==> config.mk <==
export PLATFORM = sky130hd
export DESIGN_NAME = midi_fm_voice_allocator_unit
export DESIGN_NICKNAME = d
export VERILOG_FILES = /design/src/rtl/mfva_pkg.sv /design/src/rtl/midi_fm_voice_allocator_unit.sv
export SDC_FILE = /design/constraint.sdc
export NUM_CORES = 1
export LEC_CHECK = 0
export ABC_AREA = 1
export BUFFER_PORTS_ARGS = -buffer_cell sky130_fd_sc_hd__buf_2
export CAP_MARGIN = 5
export CORE_MARGIN = 2
export CORE_UTILIZATION = 35
export CTS_BUF_LIST = sky130_fd_sc_hd__clkbuf_4 sky130_fd_sc_hd__clkbuf_8
export DETAILED_ROUTE_END_ITERATION = 6
export GPL_ROUTABILITY_DRIVEN = 1
export REMOVE_ABC_BUFFERS = 1
export SYNTH_ARGS = -nofsm -noshare
export SYNTH_HDL_FRONTEND = slang
export SYNTH_SLANG_ARGS = --single-unit
==> constraint.sdc <==
create_clock -name clk_i -period 6.2 [get_ports clk_i]
set_input_delay 1.86 -clock clk_i [delete_from_list [all_inputs] [get_ports clk_i]]
set_output_delay 1.86 -clock clk_i [all_outputs]
set_load 0.005 [all_outputs]
==> src/rtl/mfva_pkg.sv <==
`default_nettype none

package mfva_pkg;

  localparam int unsigned VoicesDef = 16;
  localparam int unsigned SrW       = 18;
  localparam int unsigned HzW       = 24;
  localparam int unsigned DivW      = 34;
  localparam int unsigned DivSteps  = DivW;
  localparam int unsigned DivCntW   = $clog2(DivSteps + 1);
  localparam int unsigned ApbAddrW  = 3;
  localparam int unsigned ApbDataW  = 32;

  localparam logic [3:0]     StatusNoteOff  = 4'h8;
  localparam logic [3:0]     StatusNoteOn   = 4'h9;
  localparam logic [3:0]     StatusCtrl     = 4'hB;
  localparam logic [6:0]     CcAllSoundOff  = 7'd120;
  localparam logic [6:0]     CcAllNotesOff  = 7'd123;
  localparam logic [7:0]     RegFreqLo      = 8'hA0;
  localparam logic [7:0]     RegKeyOn       = 8'hB0;
  localparam logic [7:0]     KeyOnBit       = 8'h20;
  localparam logic [4:0]     ChansPerBank   = 5'd9;
  localparam logic [15:0]    Recip12        = 16'd171;
  localparam logic [SrW-1:0] SampleRateRst  = 18'd44100;
  localparam logic [0:0]     RegSampleRate  = 1'b0;

  typedef struct packed {
    logic [7:0] status_byte;
    logic [6:0] data_one;
    logic [6:0] data_two;
  } in_item_t;

  typedef struct packed {
    logic [8:0] reg_address;
    logic [7:0] reg_data;
    logic       last_write;
  } out_item_t;

  typedef enum logic [7:0] {
    StIdle = 8'b0000_0001,
    StScan = 8'b0000_0010,
    StPrep = 8'b0000_0100,
    StLoad = 8'b0000_1000,
    StDiv  = 8'b0001_0000,
    StFlo  = 8'b0010_0000,
    StKey  = 8'b0100_0000,
    StRel  = 8'b1000_0000
  } state_e;

  function automatic logic [31:0] top_octave(input logic [3:0] semi);
    logic [31:0] val;
    case (semi)
      4'd0:    val = 32'd435478539;
      4'd1:    val = 32'd461373440;
      4'd2:    val = 32'd488808132;
      4'd3:    val = 32'd517874176;
      4'd4:    val = 32'd548668578;
      4'd5:    val = 32'd581294109;
      4'd6:    val = 32'd615859655;
      4'd7:    val = 32'd652480576;
      4'd8:    val = 32'd691279090;
      4'd9:    val = 32'd732384684;
      4'd10:   val = 32'd775934544;
      4'd11:   val = 32'd822074013;
      default: val = 32'd0;
    endcase
    return val;
  endfunction

endpackage

`default_nettype wire

==> src/rtl/midi_fm_voice_allocator_unit.sv <==
`default_nettype none

// A note-on scans the voices one by one and, if a voice is free, passes the prepare and
// load states, runs the bit-serial restoring divider, then issues its two transfers.
// A release scans the voices, then walks them again and writes a key-off for each match.
// One message at a time: in_ready_o is high only in the idle state.
// Reset: all voices inactive, sample rate 44100, output empty; no clearing pass.
module midi_fm_voice_allocator_unit
  import mfva_pkg::*;
#(
  parameter int unsigned VOICES = VoicesDef
) (
  input  wire                 clk_i,
  input  wire                 rst_ni,
  input  wire                 in_valid_i,
  output logic                in_ready_o,
  input  wire  in_item_t      in_data_i,
  output logic                out_valid_o,
  input  wire                 out_ready_i,
  output out_item_t           out_data_o,
  input  wire                 psel,
  input  wire                 penable,
  input  wire                 pwrite,
  input  wire  [ApbAddrW-1:0] paddr,
  input  wire  [ApbDataW-1:0] pwdata,
  output logic [ApbDataW-1:0] prdata,
  output logic                pready
);

  localparam int unsigned VIdxW = (VOICES > 1) ? $clog2(VOICES) : 1;
  localparam logic [VIdxW-1:0] LastVoice = VIdxW'(VOICES - 1);

  state_e            state_q;
  logic [SrW-1:0]    sample_rate_q;
  logic [VOICES-1:0] voice_active_q;
  logic [6:0]        voice_note_q [VOICES];
  logic [VOICES-1:0] mask_q;
  logic [VIdxW-1:0]  cnt_q;
  logic [VIdxW-1:0]  free_q;
  logic              found_q;
  logic              is_on_q;
  logic              all_q;
  logic [6:0]        note_q;
  logic [3:0]        oct_n_q;
  logic [3:0]        oct_t_q;
  logic [2:0]        blk_q;
  logic [DivW-1:0]   num_q;
  logic [SrW-1:0]    rem_q;
  logic [DivCntW-1:0] div_cnt_q;
  logic              out_valid_q;
  out_item_t         out_data_q;

  logic              accept;
  logic              out_free;
  logic              cfg_write;
  logic              hit_rel;
  logic              hit_free;
  logic [VOICES-1:0] mask_rest;
  logic [7:0]        t_note;
  logic [15:0]       prod_n;
  logic [15:0]       prod_t;
  logic [3:0]        semi;
  logic [4:0]        shamt;
  logic [31:0]       hz_sum;
  logic [HzW-1:0]    hz;
  logic [2:0]        blk;
  logic [3:0]        oct_m1;
  logic [DivW-1:0]   num_init;
  logic [SrW:0]      trial;
  logic              qbit;
  logic [7:0]        key_data;

  function automatic logic [8:0] voice_addr(input logic [VIdxW-1:0] v,
                                            input logic [7:0] base);
    logic [4:0] vx;
    logic       bank;
    logic [4:0] ch;
    vx   = 5'(v);
    bank = (vx >= ChansPerBank);
    ch   = bank ? (vx - ChansPerBank) : vx;
    return {bank, 8'(base + {3'b000, ch})};
  endfunction

  assign in_ready_o  = (state_q == StIdle);
  assign accept      = in_valid_i && in_ready_o;
  assign out_free    = !out_valid_q || out_ready_i;
  assign out_valid_o = out_valid_q;
  assign out_data_o  = out_data_q;

  assign pready    = 1'b1;
  assign cfg_write = psel && penable && pwrite && (paddr[2] == RegSampleRate);
  assign prdata    = (paddr[2] == RegSampleRate) ? ApbDataW'(sample_rate_q) : '0;

  assign hit_rel   = voice_active_q[cnt_q] && (all_q || (voice_note_q[cnt_q] == note_q));
  assign hit_free  = !voice_active_q[cnt_q];
  assign mask_rest = mask_q & ~(VOICES'(1) << cnt_q);

  assign t_note = 8'(note_q) + 8'd4;
  assign prod_n = 16'(note_q) * Recip12;
  assign prod_t = 16'(t_note) * Recip12;

  assign semi     = 4'(t_note - 8'(oct_t_q) * 8'd12);
  assign shamt    = 5'd16 - 5'(oct_t_q);
  assign hz_sum   = top_octave(semi) + (32'd1 << (shamt - 5'd1));
  assign hz       = HzW'(hz_sum >> shamt);
  assign oct_m1   = oct_n_q - 4'd1;
  assign blk      = (oct_n_q == 4'd0) ? 3'd0 : ((oct_m1 > 4'd7) ? 3'd7 : oct_m1[2:0]);
  assign num_init = DivW'(hz) << (4'd10 - {1'b0, blk});

  assign trial = {rem_q, num_q[DivW-1]};
  assign qbit  = (trial >= {1'b0, sample_rate_q});

  assign key_data = KeyOnBit | {3'b000, blk_q, 2'b00} | {6'b000000, num_q[9:8]};

  always_ff @(posedge clk_i or negedge rst_ni) begin
    if (!rst_ni) begin
      sample_rate_q <= SampleRateRst;
    end else if (cfg_write) begin
      sample_rate_q <= pwdata[SrW-1:0];
    end
  end

  always_ff @(posedge clk_i) begin
    if (state_q == StPrep) begin
      voice_note_q[free_q] <= note_q;
    end
  end

  always_ff @(posedge clk_i) begin
    if (accept) begin
      note_q <= in_data_i.data_one;
    end
    if (state_q == StPrep) begin
      oct_n_q <= prod_n[14:11];
      oct_t_q <= prod_t[14:11];
    end
    if (state_q == StLoad) begin
      blk_q <= blk;
      num_q <= num_init;
      rem_q <= '0;
    end else if (state_q == StDiv) begin
      num_q <= {num_q[DivW-2:0], qbit};
      rem_q <= qbit ? SrW'(trial - {1'b0, sample_rate_q}) : SrW'(trial);
    end
  end

  always_ff @(posedge clk_i or negedge rst_ni) begin
    if (!rst_ni) begin
      state_q        <= StIdle;
      voice_active_q <= '0;
      mask_q         <= '0;
      cnt_q          <= '0;
      free_q         <= '0;
      found_q        <= 1'b0;
      is_on_q        <= 1'b0;
      all_q          <= 1'b0;
      div_cnt_q      <= '0;
      out_valid_q    <= 1'b0;
      out_data_q     <= '0;
    end else begin
      if (out_ready_i) begin
        out_valid_q <= 1'b0;
      end
      case (state_q)
        StIdle: begin
          cnt_q   <= '0;
          found_q <= 1'b0;
          mask_q  <= '0;
          if (accept) begin
            if (in_data_i.status_byte[7:4] == StatusNoteOn && in_data_i.data_two != 7'd0) begin
              is_on_q <= 1'b1;
              all_q   <= 1'b0;
              state_q <= StScan;
            end else if (in_data_i.status_byte[7:4] == StatusNoteOn ||
                         in_data_i.status_byte[7:4] == StatusNoteOff) begin
              is_on_q <= 1'b0;
              all_q   <= 1'b0;
              state_q <= StScan;
            end else if (in_data_i.status_byte[7:4] == StatusCtrl &&
                         (in_data_i.data_one == CcAllSoundOff ||
                          in_data_i.data_one == CcAllNotesOff)) begin
              is_on_q <= 1'b0;
              all_q   <= 1'b1;
              state_q <= StScan;
            end
          end
        end
        StScan: begin
          mask_q[cnt_q] <= hit_rel;
          if (is_on_q && hit_free && !found_q) begin
            found_q <= 1'b1;
            free_q  <= cnt_q;
          end
          if (cnt_q == LastVoice) begin
            cnt_q <= '0;
            if (is_on_q) begin
              state_q <= (found_q || hit_free) ? StPrep : StIdle;
            end else begin
              state_q <= (mask_q != '0 || hit_rel) ? StRel : StIdle;
            end
          end else begin
            cnt_q <= cnt_q + VIdxW'(1);
          end
        end
        StPrep: begin
          voice_active_q[free_q] <= 1'b1;
          state_q                <= StLoad;
        end
        StLoad: begin
          div_cnt_q <= DivCntW'(DivSteps);
          state_q   <= StDiv;
        end
        StDiv: begin
          div_cnt_q <= div_cnt_q - DivCntW'(1);
          if (div_cnt_q == DivCntW'(1)) begin
            state_q <= StFlo;
          end
        end
        StFlo: begin
          if (out_free) begin
            out_valid_q <= 1'b1;
            out_data_q  <= '{reg_address: voice_addr(free_q, RegFreqLo),
                             reg_data:    num_q[7:0],
                             last_write:  1'b0};
            state_q     <= StKey;
          end
        end
        StKey: begin
          if (out_free) begin
            out_valid_q <= 1'b1;
            out_data_q  <= '{reg_address: voice_addr(free_q, RegKeyOn),
                             reg_data:    key_data,
                             last_write:  1'b1};
            state_q     <= StIdle;
          end
        end
        StRel: begin
          if (!mask_q[cnt_q]) begin
            cnt_q <= cnt_q + VIdxW'(1);
          end else if (out_free) begin
            out_valid_q           <= 1'b1;
            out_data_q            <= '{reg_address: voice_addr(cnt_q, RegKeyOn),
                                       reg_data:    8'h00,
                                       last_write:  (mask_rest == '0)};
            voice_active_q[cnt_q] <= 1'b0;
            mask_q[cnt_q]         <= 1'b0;
            if (mask_rest == '0) begin
              state_q <= StIdle;
            end else begin
              cnt_q <= cnt_q + VIdxW'(1);
            end
          end
        end
        default: begin
          state_q <= StIdle;
        end
      endcase
    end
  end

endmodule

`default_nettype wire

# ---- After elaboration in Yosys (flattened, before gate mapping)
# Memories as Yosys holds them, arrays and structs flattened.
# Index checks and enable logic that the tools add are counted.
dict set report classes {
  addsub 15
  multipliers 3
  magnitude_cmp 8
  n_eq_ne 28
  n_shift 4
  mux 63
  bitwise 8
  n_reduce_logical 39
}
# op count
set ops {}
lappend ops {{$mux W18} 6}
lappend ops {{$mux W8} 13}
lappend ops {{$mux W34} 2}
lappend ops {{$mux W16} 4}
lappend ops {{$pmux W8 S8} 1}
lappend ops {{$pmux W18 S3} 1}
lappend ops {{$and A16 B16 Y16} 3}
lappend ops {{$pmux W16 S3} 1}
lappend ops {{$shl A24 B4 Y34} 1}
lappend ops {{$add A32 B32 Y32} 1}
lappend ops {{$not A16 Y16} 2}
lappend ops {{$pmux W16 S2} 1}
lappend ops {{$shl A1 B5 Y32 const A} 1}
lappend ops {{$shr A32 B5 Y24} 1}
lappend ops {{$add A8 B5 Y8 const A} 3}
lappend ops {{$ge A19 B18 Y1} 1}
lappend ops {{$sub A18 B18 Y18} 1}
lappend ops {{$bwmux W16} 1}
lappend ops {{$eq A4 B4 Y1 const B} 4}
lappend ops {{$logic_not A16 Y1} 1}
lappend ops {{$mux W1} 16}
lappend ops {{$mux W4} 4}
lappend ops {{$or A16 B16 Y16} 1}
lappend ops {{$reduce_bool A16 Y1} 1}
lappend ops {{other kinds (53)} 97}
dict set report totals {
  reg_bits 164
  ram_bits 112
  mem_bits_ro 480
  inputBits 64
  output_inout_bits 53
  elab_cells 190
  mem_count 2
}
# name words width read_ports rd_clocked_by_memory_dff wr line
set mem_list {}
lappend mem_list {{(name not given)} 16 30 1 0 0 mfva_pkg.sv:52} ;# case (semi)
lappend mem_list {voice_note_q 16 7 1 0 1 midi_fm_voice_allocator_unit.sv:36} ;# logic [6:0] voice_note_q [VOICES];

# ---- Depth between registers and ports, before layout
dict set report depth {
  word_depth 9
  mapped_depth 40
}

# ---- Least setup slack after synthesis
# Ideal clock, no wire load.
dict set report synth_timing {
  path_type {reg-to-reg}
  startpoint {reg oct_t_q[0]}
  endpoint {reg num_q[16] (data pin)}
  setup_time_ns 0.259
  arrival_time_ns 4.654
  required_ns 5.941
  path_slack_ns 1.287
  stages_incl_launch_ff 33
  path_buffers 2
  period_less_slack_ns 4.913
  path_cell_list {edfxtp_1 > buf_6 > inv_2 > buf_1 > ha_1 > xor2_1 > or2_2 > nand2_1 > clkinv_1 > o21ai_0 > inv_1 > ha_1 > fa_1 > nand2_1 > nand2_1 > nand3_1 > nand2_1 > nand2_1 > nand2_2 > nand2_1 > nand3_1 > nand3_1 > nand2_1 > nand2_1 > nand3_1 > nand3_1 > nand2_1 > nand2_1 > nand2_1 > nand3_1 > nand3_1 > nand3_1 > nand3_1}
}
dict set report synth_between {
  elab_chain_cells 7
  word_cells_on_any_way 10
  cone_classes {add/sub: 4; mul: 1; shift: 3; mux: 1; memory: 1}
}
# element line
set synth_lines {}
lappend synth_lines {{start, declared} midi_fm_voice_allocator_unit.sv:45} ;# logic [3:0] oct_t_q;
lappend synth_lines {{start signal, assigned} midi_fm_voice_allocator_unit.sv:135} ;# oct_t_q <= prod_t[14:11];
lappend synth_lines {{$mul A4 B2 Y2 or $sub A5 B4 Y5 (tied branches)} {midi_fm_voice_allocator_unit.sv:102, midi_fm_voice_allocator_unit.sv:103}}
lappend synth_lines {{$sub A4 B4 Y4 or $sub A5 B1 Y5 (tied branches)} {midi_fm_voice_allocator_unit.sv:102, midi_fm_voice_allocator_unit.sv:104}}
lappend synth_lines {{$mem_v2 Z16 W30 or $shl A1 B5 Y32 (tied branches)} n/a}
lappend synth_lines {{$add A32 B32 Y32} midi_fm_voice_allocator_unit.sv:104} ;# assign hz_sum = top_octave(semi) + (32'd1 << (shamt - 5'd1));
lappend synth_lines {{$shr A32 B5 Y24 *} midi_fm_voice_allocator_unit.sv:105} ;# assign hz = HzW'(hz_sum >> shamt);
lappend synth_lines {{$shl A24 B4 Y34 *} midi_fm_voice_allocator_unit.sv:108} ;# assign num_init = DivW'(hz) << (4'd10 - {1'b0, blk});
lappend synth_lines {{$mux W34 *} midi_fm_voice_allocator_unit.sv:137} ;# if (state_q == StLoad) begin
lappend synth_lines {{end signal, assigned} midi_fm_voice_allocator_unit.sv:139} ;# num_q <= num_init;
lappend synth_lines {{end signal, assigned} midi_fm_voice_allocator_unit.sv:142} ;# num_q <= {num_q[DivW-2:0], qbit};
lappend synth_lines {{end, declared} midi_fm_voice_allocator_unit.sv:47} ;# logic [DivW-1:0] num_q;
# Every way passes the cells marked *; elsewhere a longest branch is shown, timed or not.
# A chain may end at the register's enable or synchronous reset.

# ---- Worst setup path after layout
dict set report layout_timing {
  startpoint {reg note_q[2]}
  endpoint {reg num_q[5] (data pin)}
}
dict set report layout_between {
  elab_chain_cells 7
}
# element line
set layout_lines {}
lappend layout_lines {{start, declared} midi_fm_voice_allocator_unit.sv:43} ;# logic [6:0] note_q;
lappend layout_lines {{start signal, assigned} midi_fm_voice_allocator_unit.sv:131} ;# note_q <= in_data_i.data_one;
lappend layout_lines {{$add A7 B3 Y8} midi_fm_voice_allocator_unit.sv:98} ;# assign t_note = 8'(note_q) + 8'd4;
lappend layout_lines {{$sub A4 B4 Y4} midi_fm_voice_allocator_unit.sv:102} ;# assign semi = 4'(t_note - 8'(oct_t_q) * 8'd12);
lappend layout_lines {{$mem_v2 Z16 W30} n/a}
lappend layout_lines {{$add A32 B32 Y32} midi_fm_voice_allocator_unit.sv:104}
lappend layout_lines {{$shr A32 B5 Y24} midi_fm_voice_allocator_unit.sv:105}
lappend layout_lines {{$shl A24 B4 Y34} midi_fm_voice_allocator_unit.sv:108}
lappend layout_lines {{$mux W34} midi_fm_voice_allocator_unit.sv:137}
# Every way passes these cells.

==> run_results.csv <==
group,metric,value,unit
logic_synthesis,yosys_most_used_dff,"edfxtp_1",
clock_network,clockBufferDepth,3,
power_and_ir_drop,power_density,341.6,mW/mm²
sta,skew,0.04152,ns
floorplanning,rows,90,
sta,slew_headroom,25.70,%
power_and_ir_drop,p_seq_share,28.3,%
setup_path,crit_fanout,10,
sta,fin_crit_sh,89.08,%
logic_synthesis,yosys-top-cells-area,"edfxtp_1, nand2_1, nand3_1, dfrtp_1, ha_1",
power_and_ir_drop,switching_power,3.400,mW
clock_network,cts_buffers,48,
power_and_ir_drop,pwr-share-clk,22.9,%
floorplanning,start_util,35.46,%
logic_synthesis,syn_area,0.02144,mm²
sta,tightest_slew,1.113,ns
logic_synthesis,synth_area_per_cell,7.369,µm²
grt,first_global_vias,18290,
floorplanning,ios,117,
clock_network,cts_hold_buf,0,
logic_synthesis,synth_most_common_cell,"nand2_1",
final_layout,nets,3208,
power_and_ir_drop,p_int,4.653,mW
final_layout,multi_input_area,0.01188,mm²
grt,grt_max_degree,81,
setup_path,cp_slowest_cell,"fa_1",
setup_path,ff2ff_setup_slack,0.68,ns
setup_path,path_class,"reg -> reg",
logic_synthesis,synth_common_cells,"nand2_1, nand3_1, inv_1",
logic_synthesis,syn_inst,2910,
sta,setup_ws,0.6773,ns
logic_synthesis,synthArstFlopShare,34.06,%
floorplanning,fp.dieW,251.5,µm
clock_network,insertion_delay,0.63,ns
placement,routabilityCongestion,0.9581,
setup_path,worst_setup_path_start_kind,"flop",
status,status,"complete, no violations",
sta,max_freq,0.1811,GHz
grt,grt_pass1_wl,96.54,mm
min_path,hold_path_class,"reg -> reg",
sta,rsz0062_at_grt,"no",
floorplanning,die_height,251.5,µm
drt,drtPass1Iterations,6,
final_layout,drive_above_1_share,8.813,%
logic_synthesis,synth_edf_count,164,
grt,grt_util_all_layers,18.89,%
drt,drt_iter0_drc,1550,
floorplanning,die_area,0.06326,mm²
setup_path,worstPathArrival,5.86,ns
power_and_ir_drop,max-vdd-ir-drop,0.1948,mV
placement,hpwl,44.76,mm
clock_network,path_clk_slew,0.06,ns
final_layout,fillers,6289,
drt,drc,0,
sta,hold_viol_final,0,
power_and_ir_drop,sw_frac_of_total,42.22,%
setup_path,critPathCaptureType,"flop",
clock_network,cts_max_level,2,
power_and_ir_drop,total_leakage_power,11.19,nW
logic_synthesis,synth_top_cell_area_share,22.97,%
logic_synthesis,ys_ff_latch,276,
grt,antenna_found_initial,0,
drt,routed_wl,60.16,mm
drt,wl_per_cell,15.87,µm
drt,final_antenna_net_count,0,
sta,slew_violations,0,
logic_synthesis,ys_warn_count,0,
placement,detailedPlace.worstSlack,0.7760,ns
final_layout,area_delta_synth_final,9.919,%
setup_path,critPathRequiredTime,6.54,ns
sta,period_minus_slack,5.523,ns
drt,route.vias.total,19500,
clock_network,cts_tree,"yes",
clock_network,cts_sinks,276,
placement,io_buffer_count,81,
clock_network,root_buffer,"clkbuf_8",
floorplanning,coreArea,0.06047,mm²
setup_path,cp_common_cell,"nand2_1",
flow_run,drv_cap,0,
drt,vias_per_cell,5.146,
logic_synthesis,synth.distinct_cells,63,
sta,tns,0,ns
grt,grt-ovfl-total,0,
logic_synthesis,seq_area_frac_synth,35.66,%
power_and_ir_drop,p_comb_share,48.8,%
sta,setup_viol,0,
final_layout,regArea,0.007647,mm²
logic_synthesis,synth.largest_area_cell,"edfxtp_1",
setup_path,max_stage_delay,0.49,ns
flip-flops by register name (all words and copies together) (netlist names), 8 cells and up:
register        flops
mask_q             16
rem_q              18
sample_rate_q      18
num_q              34
voice_note_q      112
voice_active_q     16
out_data_o         18
state_q             8
worst paths after layout:
path,from,to,depth (start not counted)
min in group asynchronous,rst_ni,mask_q[4],1
max reg2reg,note_q[2],num_q[5],30
max in group asynchronous,rst_ni,cnt_q[0],2
max,note_q[2],num_q[5],30
min reg2reg,rem_q[17],rem_q[17],2
min,rem_q[17],rem_q[17],2
power by group through the flow:
stage | combinational (mW) | clock, mW | sequential [mW]
2_1_floorplan | 2.79 | 0 | 2.36
3_5_place_dp | 3.91 | 0 | 2.31
3_3_place_gp | 3.85 | 0 | 2.31
4_1_cts | 3.93 | 1.89 | 2.28
6_report | 3.93 | 1.85 | 2.28
5_1_grt | 4.55 | 1.96 | 2.30
cells by family after synthesis:
logic type	synth area share [%]
AO/OA/AOI/OAI	11.79
buffers and inverters	9.423
AND/OR/NAND/NOR	30.31
adder cells (fa/ha/maj)	10.86
flip-flops	35.66
multiplexers	0.04668
other	0.03502
XOR/XNOR	1.879
critical path: cells and delay by family (launching register included):
kind                       cells  cell delay (ns)
buffers and inverters          3             0.57
and+or+nand+nor               21             2.51
DFF                            1             0.47
xor gates and xnor gates       1             0.19
AOI/OAI and AO/OA              2             0.42
adders and majority gates      3             1.09
through the flow:
stage                     instance area, µm²  total power, mW  utilization [%]  instances  hold slack [ns]
final                                  23570            8.053            38.98       3790           0.4624
after global routing                   23570            8.809            38.98       3789           0.4903
after CTS                              23550            8.096            38.95       3787           0.4708
after detailed placement               22500            6.225            37.21       3701           0.4567
after global placement                 22500            6.165            37.21       3701           0.4526
after floorplan                        20860            5.157                -       2807           0.4289
final cells by class:
class	count	area share, %
Tap cell	782	4.151
Multi-Input combinational cell	2169	50.38
Antenna cell	1	0.01062
Sequential cell	276	32.44
Clock inverter	15	0.7697
Clock buffer	71	3.694
Inverter	362	5.765
Timing Repair Buffer	114	2.781
what timing repair did:
| action | in CTS | in global routing |
|---|---|---|
| resized for setup | 0 | 1 |
| buffers inserted | 0 | 2 |
| setup endpoints to repair | 0 | 9 |
per-layer routing:
layer  vias to the layer above  share of wire, %  GRT usage (%)
li1                       9904                 -              -
met1                      9024                46          25.79
met2                       497                46          31.42
met3                        79               5.7          2.734
met4                         0               2.0          4.694
met5                         -                 0              0
cell usage in the layout (no fill, tap or decap), types with 23 or more instances in the layout:
cell type / count
o21ai_0: 185
buf_2: 80
ha_1: 151
nand2_1: 653
nand4_1: 34
a21oi_1: 120
edfxtp_1: 164
clkbuf_8: 54
o21ai_1: 27
nor2_1: 262
xor2_1: 29
nand3_1: 442
dfrtp_1: 86
inv_1: 346
buf_4: 34
o22ai_1: 34
conb_1: 23
Note: power is estimated with default switching activity, not from simulation.
